**config.mk**
```make
export PLATFORM = sky130hd
export DESIGN_NAME = utf8_byte_stream_decoder_core
export DESIGN_NICKNAME = d
export VERILOG_FILES = /design/src/sv/u8d_pkg.sv /design/src/sv/utf8_byte_stream_decoder_core.sv /design/src/sv/u8d_front.sv /design/src/sv/u8d_queue.sv /design/src/sv/u8d_back.sv
export SDC_FILE = /design/constraint.sdc
export NUM_CORES = 1
export LEC_CHECK = 0
export ABC_CLOCK_PERIOD_IN_PS = 4500
export BUFFER_PORTS_ARGS = -buffer_cell sky130_fd_sc_hd__buf_4
export CORE_MARGIN = 2
export CORE_UTILIZATION = 58
export CTS_CLUSTER_SIZE = 40
export DETAILED_ROUTE_END_ITERATION = 7
export PLACE_DENSITY_LB_ADDON = 0.2
export SLEW_MARGIN = 20
export SYNTH_ARGS = -nofsm -noshare
export SYNTH_HDL_FRONTEND = slang
export SYNTH_SLANG_ARGS = --single-unit
export TNS_END_PERCENT = 10
```
**constraint.sdc**
```tcl
create_clock -name clk -period 4.5 [get_ports clk]
set_input_delay 0.9 -clock clk [delete_from_list [all_inputs] [get_ports clk]]
set_output_delay 0.9 -clock clk [all_outputs]
set_load 0.02 [all_outputs]
```
**src/sv/u8d_pkg.sv**
```systemverilog
// Shared types and constants for the UTF-8 byte stream decoder.
`default_nettype none
package u8d_pkg;

  localparam int BYTE_W = 8;
  localparam int CP_W   = 21;
  localparam int REM_W  = 2;
  localparam int QDEPTH = 2;
  localparam int QPTR_W = (QDEPTH > 1) ? $clog2(QDEPTH) : 1;
  localparam int QCNT_W = $clog2(QDEPTH + 1);

  localparam logic [BYTE_W-1:0] CONT_PAYLOAD  = 8'b0011_1111;
  localparam logic [BYTE_W-1:0] LEAD2_PAYLOAD = 8'b0001_1111;
  localparam logic [BYTE_W-1:0] LEAD3_PAYLOAD = 8'b0000_1111;
  localparam logic [BYTE_W-1:0] LEAD4_PAYLOAD = 8'b0000_0111;

  localparam logic [REM_W-1:0] REM_NONE = 2'd0;
  localparam logic [REM_W-1:0] REM_ONE  = 2'd1;
  localparam logic [REM_W-1:0] REM_TWO  = 2'd2;
  localparam logic [REM_W-1:0] REM_THREE = 2'd3;

  localparam logic [CP_W-1:0] CP_STRAY = 21'd1;

  typedef enum logic [1:0] {
    OP_CHAR,
    OP_LEAD,
    OP_CONT,
    OP_STRAY
  } op_kind_t;

  typedef struct packed {
    op_kind_t          kind;
    logic [REM_W-1:0]  rem;
    logic [BYTE_W-1:0] data;
  } u8d_op_t;

  typedef struct packed {
    logic full;
    logic empty;
  } q_stat_t;

endpackage
`default_nettype wire

```
**src/sv/utf8_byte_stream_decoder_core.sv**
```systemverilog
// Top level of the UTF-8 byte stream decoder: front, queue and back.
//
//   channel  direction  handshake           payload
//   in_      input      in_valid/in_stall   in_byte_req[7:0]
//   out_     output     out_valid/out_stall out_code_point[20:0], out_bad_lead
//
// One byte per clock is accepted unless the queue is full; a result enters the
// output register when its byte is popped from the queue, where each byte is first stored.
// The front stalls only when the two-entry queue is full; the back drains the
// queue whenever the output register is empty or being read.
// Synchronous active-low reset empties the queue, closes any open sequence and
// drops a pending result.
`default_nettype none
module utf8_byte_stream_decoder_core (
  input  wire logic                      clk,
  input  wire logic                      rst_n,
  input  wire logic                      in_valid,
  output logic                           in_stall,
  input  wire logic [u8d_pkg::BYTE_W-1:0] in_byte_req,
  output logic                           out_valid,
  input  wire logic                      out_stall,
  output logic [u8d_pkg::CP_W-1:0]       out_code_point,
  output logic                           out_bad_lead
);
  import u8d_pkg::*;

  q_stat_t q_stat;
  logic    q_push;
  logic    q_pop;
  u8d_op_t push_op;
  u8d_op_t pop_op;

  u8d_front u_front (
    .clk         (clk),
    .rst_n       (rst_n),
    .in_valid    (in_valid),
    .in_stall    (in_stall),
    .in_byte_req (in_byte_req),
    .q_stat      (q_stat),
    .q_push      (q_push),
    .q_op        (push_op)
  );

  u8d_queue u_queue (
    .clk     (clk),
    .rst_n   (rst_n),
    .push    (q_push),
    .push_op (push_op),
    .pop     (q_pop),
    .pop_op  (pop_op),
    .stat    (q_stat)
  );

  u8d_back u_back (
    .clk            (clk),
    .rst_n          (rst_n),
    .q_stat         (q_stat),
    .q_op           (pop_op),
    .q_pop          (q_pop),
    .out_valid      (out_valid),
    .out_stall      (out_stall),
    .out_code_point (out_code_point),
    .out_bad_lead   (out_bad_lead)
  );

`ifndef SYNTH
  a_stray_code : assert property (@(posedge clk) disable iff (!rst_n)
    (out_valid && out_bad_lead) |-> (out_code_point == CP_STRAY))
    else $error("stray continuation result without code point one");

  a_q_stat : assert property (@(posedge clk) disable iff (!rst_n)
    !(q_stat.full && q_stat.empty))
    else $error("queue reports full and empty together");

  a_reset_drop : assert property (@(posedge clk)
    !rst_n |=> !out_valid)
    else $error("result valid right after reset");

  a_pop_nonempty : assert property (@(posedge clk) disable iff (!rst_n)
    q_pop |-> !q_stat.empty)
    else $error("queue popped while empty");
`endif

endmodule
`default_nettype wire

```
**src/sv/u8d_front.sv**
```systemverilog
// Front end: accepts bytes, tracks sequence length and classifies each byte.
`default_nettype none
module u8d_front (
  input  wire logic                      clk,
  input  wire logic                      rst_n,
  input  wire logic                      in_valid,
  output logic                           in_stall,
  input  wire logic [u8d_pkg::BYTE_W-1:0] in_byte_req,
  input  wire u8d_pkg::q_stat_t          q_stat,
  output logic                           q_push,
  output u8d_pkg::u8d_op_t               q_op
);
  import u8d_pkg::*;

  logic [REM_W-1:0] rem_r;
  logic [REM_W-1:0] rem_nxt;
  logic [REM_W-1:0] rem_cls;

  assign in_stall = q_stat.full;
  assign q_push   = in_valid && !q_stat.full;

  always_comb begin
    q_op.data = in_byte_req;
    q_op.rem  = REM_NONE;
    q_op.kind = OP_STRAY;
    rem_cls   = REM_NONE;
    if (rem_r != REM_NONE) begin
      q_op.kind = OP_CONT;
      q_op.rem  = rem_r;
      rem_cls   = rem_r - REM_ONE;
    end else if (!in_byte_req[7]) begin
      q_op.kind = OP_CHAR;
    end else if (in_byte_req[7:4] == 4'hF) begin
      q_op.kind = OP_LEAD;
      q_op.rem  = REM_THREE;
      rem_cls   = REM_THREE;
    end else if (in_byte_req[7:5] == 3'b111) begin
      q_op.kind = OP_LEAD;
      q_op.rem  = REM_TWO;
      rem_cls   = REM_TWO;
    end else if (in_byte_req[7:6] == 2'b11) begin
      q_op.kind = OP_LEAD;
      q_op.rem  = REM_ONE;
      rem_cls   = REM_ONE;
    end
  end

  assign rem_nxt = q_push ? rem_cls : rem_r;

  always_ff @(posedge clk) begin
    if (!rst_n) begin
      rem_r <= REM_NONE;
    end else begin
      rem_r <= rem_nxt;
    end
  end

endmodule
`default_nettype wire

```
**src/sv/u8d_queue.sv**
```systemverilog
// Short queue of classified bytes between front and back.
`default_nettype none
module u8d_queue (
  input  wire logic             clk,
  input  wire logic             rst_n,
  input  wire logic             push,
  input  wire u8d_pkg::u8d_op_t push_op,
  input  wire logic             pop,
  output u8d_pkg::u8d_op_t      pop_op,
  output u8d_pkg::q_stat_t      stat
);
  import u8d_pkg::*;

  u8d_op_t           mem_r [QDEPTH];
  logic [QPTR_W-1:0] wr_ptr_r;
  logic [QPTR_W-1:0] wr_ptr_nxt;
  logic [QPTR_W-1:0] rd_ptr_r;
  logic [QPTR_W-1:0] rd_ptr_nxt;
  logic [QCNT_W-1:0] cnt_r;
  logic [QCNT_W-1:0] cnt_nxt;

  assign stat.full  = (cnt_r == QCNT_W'(QDEPTH));
  assign stat.empty = (cnt_r == '0);
  assign pop_op     = mem_r[rd_ptr_r];

  function automatic logic [QPTR_W-1:0] ptr_inc(input logic [QPTR_W-1:0] p);
    if (p == QPTR_W'(QDEPTH - 1)) begin
      return '0;
    end
    return p + 1'b1;
  endfunction

  always_comb begin
    wr_ptr_nxt = push ? ptr_inc(wr_ptr_r) : wr_ptr_r;
    rd_ptr_nxt = pop ? ptr_inc(rd_ptr_r) : rd_ptr_r;
    cnt_nxt    = cnt_r;
    if (push && !pop) begin
      cnt_nxt = cnt_r + 1'b1;
    end else if (pop && !push) begin
      cnt_nxt = cnt_r - 1'b1;
    end
  end

  always_ff @(posedge clk) begin
    if (push) begin
      mem_r[wr_ptr_r] <= push_op;
    end
  end

  always_ff @(posedge clk) begin
    if (!rst_n) begin
      wr_ptr_r <= '0;
      rd_ptr_r <= '0;
      cnt_r    <= '0;
    end else begin
      wr_ptr_r <= wr_ptr_nxt;
      rd_ptr_r <= rd_ptr_nxt;
      cnt_r    <= cnt_nxt;
    end
  end

endmodule
`default_nettype wire

```
**src/sv/u8d_back.sv**
```systemverilog
// Back end: gathers payload bits and drives the code point output register.
`default_nettype none
module u8d_back (
  input  wire logic                     clk,
  input  wire logic                     rst_n,
  input  wire u8d_pkg::q_stat_t         q_stat,
  input  wire u8d_pkg::u8d_op_t         q_op,
  output logic                          q_pop,
  output logic                          out_valid,
  input  wire logic                     out_stall,
  output logic [u8d_pkg::CP_W-1:0]      out_code_point,
  output logic                          out_bad_lead
);
  import u8d_pkg::*;

  logic [CP_W-1:0] partial_r;
  logic [CP_W-1:0] partial_nxt;
  logic            out_valid_r;
  logic            out_valid_nxt;
  logic [CP_W-1:0] cp_r;
  logic [CP_W-1:0] cp_nxt;
  logic            bad_r;
  logic            bad_nxt;
  logic            emit;
  logic [CP_W-1:0] emit_cp;
  logic            emit_bad;
  logic [CP_W-1:0] lead_bits;
  logic [CP_W-1:0] cont_bits;
  logic [CP_W-1:0] cont_sum;

  assign q_pop = !q_stat.empty && (!out_valid_r || !out_stall);

  always_comb begin
    lead_bits = '0;
    cont_bits = '0;
    case (q_op.rem)
      REM_THREE: begin
        lead_bits = CP_W'(q_op.data & LEAD4_PAYLOAD) << 18;
        cont_bits = CP_W'(q_op.data & CONT_PAYLOAD) << 12;
      end
      REM_TWO: begin
        lead_bits = CP_W'(q_op.data & LEAD3_PAYLOAD) << 12;
        cont_bits = CP_W'(q_op.data & CONT_PAYLOAD) << 6;
      end
      REM_ONE: begin
        lead_bits = CP_W'(q_op.data & LEAD2_PAYLOAD) << 6;
        cont_bits = CP_W'(q_op.data & CONT_PAYLOAD);
      end
      default: begin
        lead_bits = '0;
        cont_bits = '0;
      end
    endcase
  end

  assign cont_sum = partial_r | cont_bits;

  always_comb begin
    emit        = 1'b0;
    emit_cp     = '0;
    emit_bad    = 1'b0;
    partial_nxt = partial_r;
    case (q_op.kind)
      OP_CHAR: begin
        emit    = 1'b1;
        emit_cp = CP_W'(q_op.data);
      end
      OP_LEAD: begin
        partial_nxt = lead_bits;
      end
      OP_CONT: begin
        partial_nxt = cont_sum;
        emit        = (q_op.rem == REM_ONE);
        emit_cp     = cont_sum;
      end
      OP_STRAY: begin
        emit     = 1'b1;
        emit_cp  = CP_STRAY;
        emit_bad = 1'b1;
      end
      default: begin
        emit = 1'b0;
      end
    endcase
    if (!q_pop) begin
      partial_nxt = partial_r;
    end
  end

  always_comb begin
    out_valid_nxt = out_valid_r;
    cp_nxt        = cp_r;
    bad_nxt       = bad_r;
    if (q_pop) begin
      out_valid_nxt = emit;
      if (emit) begin
        cp_nxt  = emit_cp;
        bad_nxt = emit_bad;
      end
    end else if (!out_stall) begin
      out_valid_nxt = 1'b0;
    end
  end

  always_ff @(posedge clk) begin
    if (!rst_n) begin
      out_valid_r <= 1'b0;
      partial_r   <= '0;
    end else begin
      out_valid_r <= out_valid_nxt;
      partial_r   <= partial_nxt;
    end
  end

  always_ff @(posedge clk) begin
    cp_r  <= cp_nxt;
    bad_r <= bad_nxt;
  end

  assign out_valid      = out_valid_r;
  assign out_code_point = cp_r;
  assign out_bad_lead   = bad_r;

endmodule
`default_nettype wire

```
# Yosys cells after proc, flatten, opt, wreduce, memory -nomap -nowiden
# Memories as Yosys holds them, arrays and structs flattened. A register that Yosys moved wholly into a read port is not among the register bits.
# Index checks and enable logic that the tools add are counted.
[classes] n_reduce_logical=19 n_mul=0 shifts=0 addsub=5 muxes=31 eq_ne=11 div_mod_pow=0 order_cmp=0 bitwise=1
[op_table] operator="21-bit case mux with 3 select lines" count=2
[op_table] operator="18-bit case mux with 3 select lines" count=1
[op_table] operator="21-bit case mux with 2 select lines" count=1
[op_table] operator="21-bit OR" count=1
[op_table] operator="2-bit 2-to-1 mux" count=8
[op_table] operator="4-bit 2-to-1 mux" count=4
[op_table] operator="1-bit 2-to-1 mux" count=14
[op_table] operator="2-bit equality test (second input constant)" count=6
[op_table] operator="1-bit logical NOT" count=6
[op_table] operator="2-bit nonzero test" count=3
[op_table] operator="2-bit by 1-bit equality test with 1-bit output (second input constant)" count=2
[op_table] operator="4-bit equality test (second input constant)" count=1
[op_table] operator="1-bit logical AND" count=4
[op_table] operator="2-bit logical NOT" count=2
[op_table] operator="2-bit AND reduction" count=2
[op_table] operator="2-bit by 1-bit subtractor with 2-bit output (second input constant)" count=2
[op_table] operator="3-bit equality test (second input constant)" count=1
[op_table] operator="1-bit adder (second input constant)" count=2
[op_table] operator="2-bit by 1-bit adder with 2-bit output (second input constant)" count=1
[op_table] operator="2-bit by 1-bit inequality test with 1-bit output (second input constant)" count=1
[op_table] operator="1-bit case mux with 2 select lines" count=1
[op_table] operator="2-bit OR reduction" count=1
[op_table] operator="1-bit logical OR" count=1
[word_totals] in_bits=12 out_inout_bits=24 mem_bits_rw=24 wordCells=76 memories=1 latch_bits=0 romBits=0 regBits=50
[memory_table] name="u_queue.mem_r" words=2 width=12 rd=1 rd_clocked_by_memory_dff=1 write_ports=1 line_no="u8d_queue.sv:14" source="u8d_op_t mem_r [QDEPTH];"

# Longest topological paths before layout
[logic_depth] word_depth=7 ltp_mapped=9 mapped_depth_nobuf=7

# Cells and area by module
# A second synthesis with hierarchy kept.
[hier_totals] cells_unflattened=279 area_unflattened_um2=3412.0
[modules_own_cells] module="u8d_back" area_per_inst_um2=2118.3 n_inst=1 cells_per_inst=193 seq_area_each_um2=1101.1
[modules_own_cells] module="u8d_queue" area_per_inst_um2=1079.8 n_inst=1 cells_per_inst=59 seq_area_each_um2=820.8
[modules_own_cells] module="u8d_front" area_per_inst_um2=214.0 n_inst=1 cells_per_inst=27 seq_area_each_um2=40.0

# Worst setup path after synthesis
# OpenSTA, ideal clock, no wires.
[synth_timing] kind="reg-to-reg" from="reg (tool-made name)" to="reg u_back.bad_r (netlist: u_back.out_bad_lead), enable pin" arrival_ps=3087 path_buffers=3 setup_ps=429 required_ps=4071 path_slack_ps=985 path_stages_with_launch=8 path_cell_list="dfxtp_1 > buf_6 > buf_6 > mux2i_1 > ha_1 > clkbuf_1 > a21boi_0 > nor3_1"
[synth_lines] element="end signal: assignment" line_no="u8d_back.sv:117" source="bad_r <= bad_nxt;"
[synth_lines] element="end: declaration" line_no="u8d_back.sv:22" source="logic bad_r;"

==> metrics.cfg <==
[synth]
syn-mean-instance-area_um2=12.3
synth.ff_latch_count=75
ys_seq_area_frac=0.611
yosysUniqueCellTypes=44
ys_dominant_reg_cell=edfxtp_1
synth_top_area_frac=0.430
synth.top_cells.by_area=edfxtp_1 (43%), dfxtp_1 (18%), nand2_1 (2.8%), mux2_2 (2.5%), o221a_2 (2.5%)
synthesis.yosys.warnings=0
synth-edff-count=46
synth.mux.area_fraction=0.0417
netlist_top_cells_count=edfxtp_1 (46), dfxtp_1 (29), nand2_1 (24), nor2_1 (15)
syn_inst=262
syn_nets=280
synth_top_family_by_area=compound AO/OA/AOI/OAI gates
synth.most_common_cell=edfxtp_1
post_synth_xor_xnor_area=0.00818
synth-simple-area-share=0.127
compound_gate_portion_of_the_synthesized_area=0.160
synthArstFlopShare=0
synth.cell_area_um2=3210
synthAdderAreaFrac=0.0234
library_cell_with_the_largest_summed_area_after_synthesis=edfxtp_1

[cts]
h-tree-depth=3
ctsResizeCount=0
clk_pin_slew_worst_paths_ps=70
clkSinkCount=75
post-cts-setup-buffers=0
cell_chosen_for_the_clock_root=clkbuf_8
cts-buffers-inserted=9
clock_insertion_delay_worst_skew_ps=340
cts_hold_repair.buffers=0
max-clock-path-buffers=2
cts_tree=done

[timing]
fin_crit_sh=0.701
slew_violations=0
count_of_endpoints_failing_hold_in_the_final_timing_report=0
hold_ws_ps=460
fin_setup_tns_ps=0
clock_tree_skew_after_final_layout_ps=5.31
setup_slack_ps=1350
tightest_slew_ps=1040
period_needed_ps=3150
grt_setup_unrepaired=no
slew_headroom=0.307
final-setup-viol-count=0
fmax_mhz=317

[global_routing]
first_global_vias=1959
globalRouteOverflowTotal=0
grt_antenna_before_repair=0
grt_first_pass_wirelength_um=9160
gr-usage-all-layers=0.197
grt_max_degree=31

[floorplanning]
core_region_area_um2=5440
die_y_um=78.4
design.die.area_um2=6150
io-pin-count=36
row_count=27
initial_core_util=0.591
chipWidth_um=78.4

[power_and_ir_drop]
leakagePower_nw=1.40
vdd_drop_max_mv=0.394
fin_total_pwr_w=0.00244
pwr_density_cell_nw_per_um2=660

[critical_path]
worst_path_buf_inv=1
path_max_fanout=30
timing.critical_path.slowest_cell_delay_ps=870
worstSetupStartpointType=flip-flop
cpMaxStageDelayCell=ha_1
arrival_ps=3180
cp-end-kind=flip-flop
critical_path.top_delay_family=adder cells
timing.critical_path.required_ps=4520
worst-setup-path-type=flip-flop to flip-flop
timing.critical_path.cells=mux2i_1 > ha_1 > a21boi_0 > nor3_2 > buf_4

[drt]
drtPass1Iterations=4
starting_drt_drc_count=156
routed_wl_um=5500
drt-vias-per-instance=5.47
drt_drc_violations_left=0
route.detailed.wl_per_inst_um=14.6
total_via_count_after_detailed_routing=2055
drtAntennaViolNets=0

[placement]
portbufs=35
place_congestion=0.769
dp_hpwl_um=3840
dpl_worst_slack_ps=1310

[flow_run]
max-cap-violations=0

[status]
status=finished clean

[layout]
area_delta_synth_final_pct=15.2
post_route_cells_drive_above_1_share=0.260
n_antenna_cell=0
multi_input_area_um2=1160
ff_latch_area_um2=1960
final_core_utilization=0.680
nets=317
n_fill_cell=410

[min_path]
hp-class=flip-flop to flip-flop

[layout by cell type, fill, tap and decap left out, types with 2 or more instances in the layout]
master / netlist / final
ha_1: 6 / 6
edfxtp_1: 46 / 46
nand3b_1: 3 / 3
a21oi_2: 2 / 2
dfxtp_1: 29 / 29
nand2b_1: 8 / 8
nand2_1: 24 / 24
mux2i_1: 4 / 4
a21boi_1: 3 / 3
nor2b_1: 3 / 3
inv_1: 8 / 8
nor2_1: 15 / 15
o22ai_1: 3 / 3
a21o_1: 7 / 7
xor2_1: 2 / 2
clkbuf_8: 0 / 9
and2_4: 2 / 2
a21oi_1: 13 / 13
a31oi_1: 12 / 12
o221a_2: 7 / 7
buf_4: 2 / 36
or4_1: 2 / 2
o21ai_0: 13 / 13
nand3_1: 3 / 3
a21boi_0: 2 / 2
mux2_2: 7 / 7
clkinv_2: 0 / 3
a2bb2oi_1: 2 / 2
nor3_1: 3 / 2
and2_1: 7 / 7
o21ai_2: 4 / 4
[per-layer routing]
| layer | GRT usage | vias up | part of all wire |
|---|---|---|---|
| li1 | - | 1042 | - |
| met1 | 0.248 | 959 | 0.46 |
| met2 | 0.322 | 44 | 0.48 |
| met3 | 0.0414 | 10 | 0.039 |
| met4 | 0.105 | 0 | 0.021 |
| met5 | 0 | - | 0 |
[area by class of cell]
cell class                 count  share of cell area
sequential                    75               0.530
multi-input combinational    169               0.314
timing repair buffer          36              0.0731
clock buffer                  10              0.0345
tap                           72              0.0244
clock inverter                 6              0.0152
inverter                       8             0.00812
[power breakdown]
| group | switching (W) | internal (W) | leakage [nW] |
|---|---|---|---|
| clock network | 0.000227 | 0.000251 | 0.0935 |
| registers | 0.0000979 | 0.000946 | 0.671 |
| logic | 0.000539 | 0.000381 | 0.641 |
[tightest hold or removal path, stage by stage (launching register included)]
cell and delay, ps:
dfxtp_1 310, nand2_1 50, a21boi_1 50
[path summary, 6_finish.rpt]
check | endpoint | cells after the start | slack (ps) | start
hold reg to reg | u_back.partial_r[20]$_SDFFE_PN0P_ | 2 | 460 | u_back.partial_r[20]$_SDFFE_PN0P_
setup / recovery | u_back.out_code_point[17]$_DFFE_PP_ | 5 | 1350 | flip-flop
setup reg to reg | u_back.out_code_point[17]$_DFFE_PP_ | 5 | 1350 | flip-flop
hold / removal | u_back.partial_r[20]$_SDFFE_PN0P_ | 2 | 460 | u_back.partial_r[20]$_SDFFE_PN0P_
[stage by stage]
| step | instances | instance area, um^2 |
|---|---|---|
| after floorplan | 262 | 3210 |
| after global placement | 360 | 3510 |
| after detailed placement | 360 | 3510 |
| after CTS | 376 | 3700 |
| after global routing | 376 | 3700 |
| final | 376 | 3700 |
[flip-flops by register name, indices dropped and copies added, names as in the netlist, named ones only]
signal / count
u_back.out_bad_lead: 1
u_queue.cnt_r: 2
u_front.rem_r: 2
u_queue.wr_ptr_r: 1
u_queue.rd_ptr_r: 1
u_back.out_code_point: 21
u_back.out_valid: 1
u_queue.mem_r: 24
u_back.partial_r: 21
[cells by family after synthesis]
group,count (synthesis)
simple gates,76
flops,75
compound gates,72
buf+inv,18
mux,12
fa+ha+maj,6
xor+xnor,3
Power figures use the tool's default switching activity.
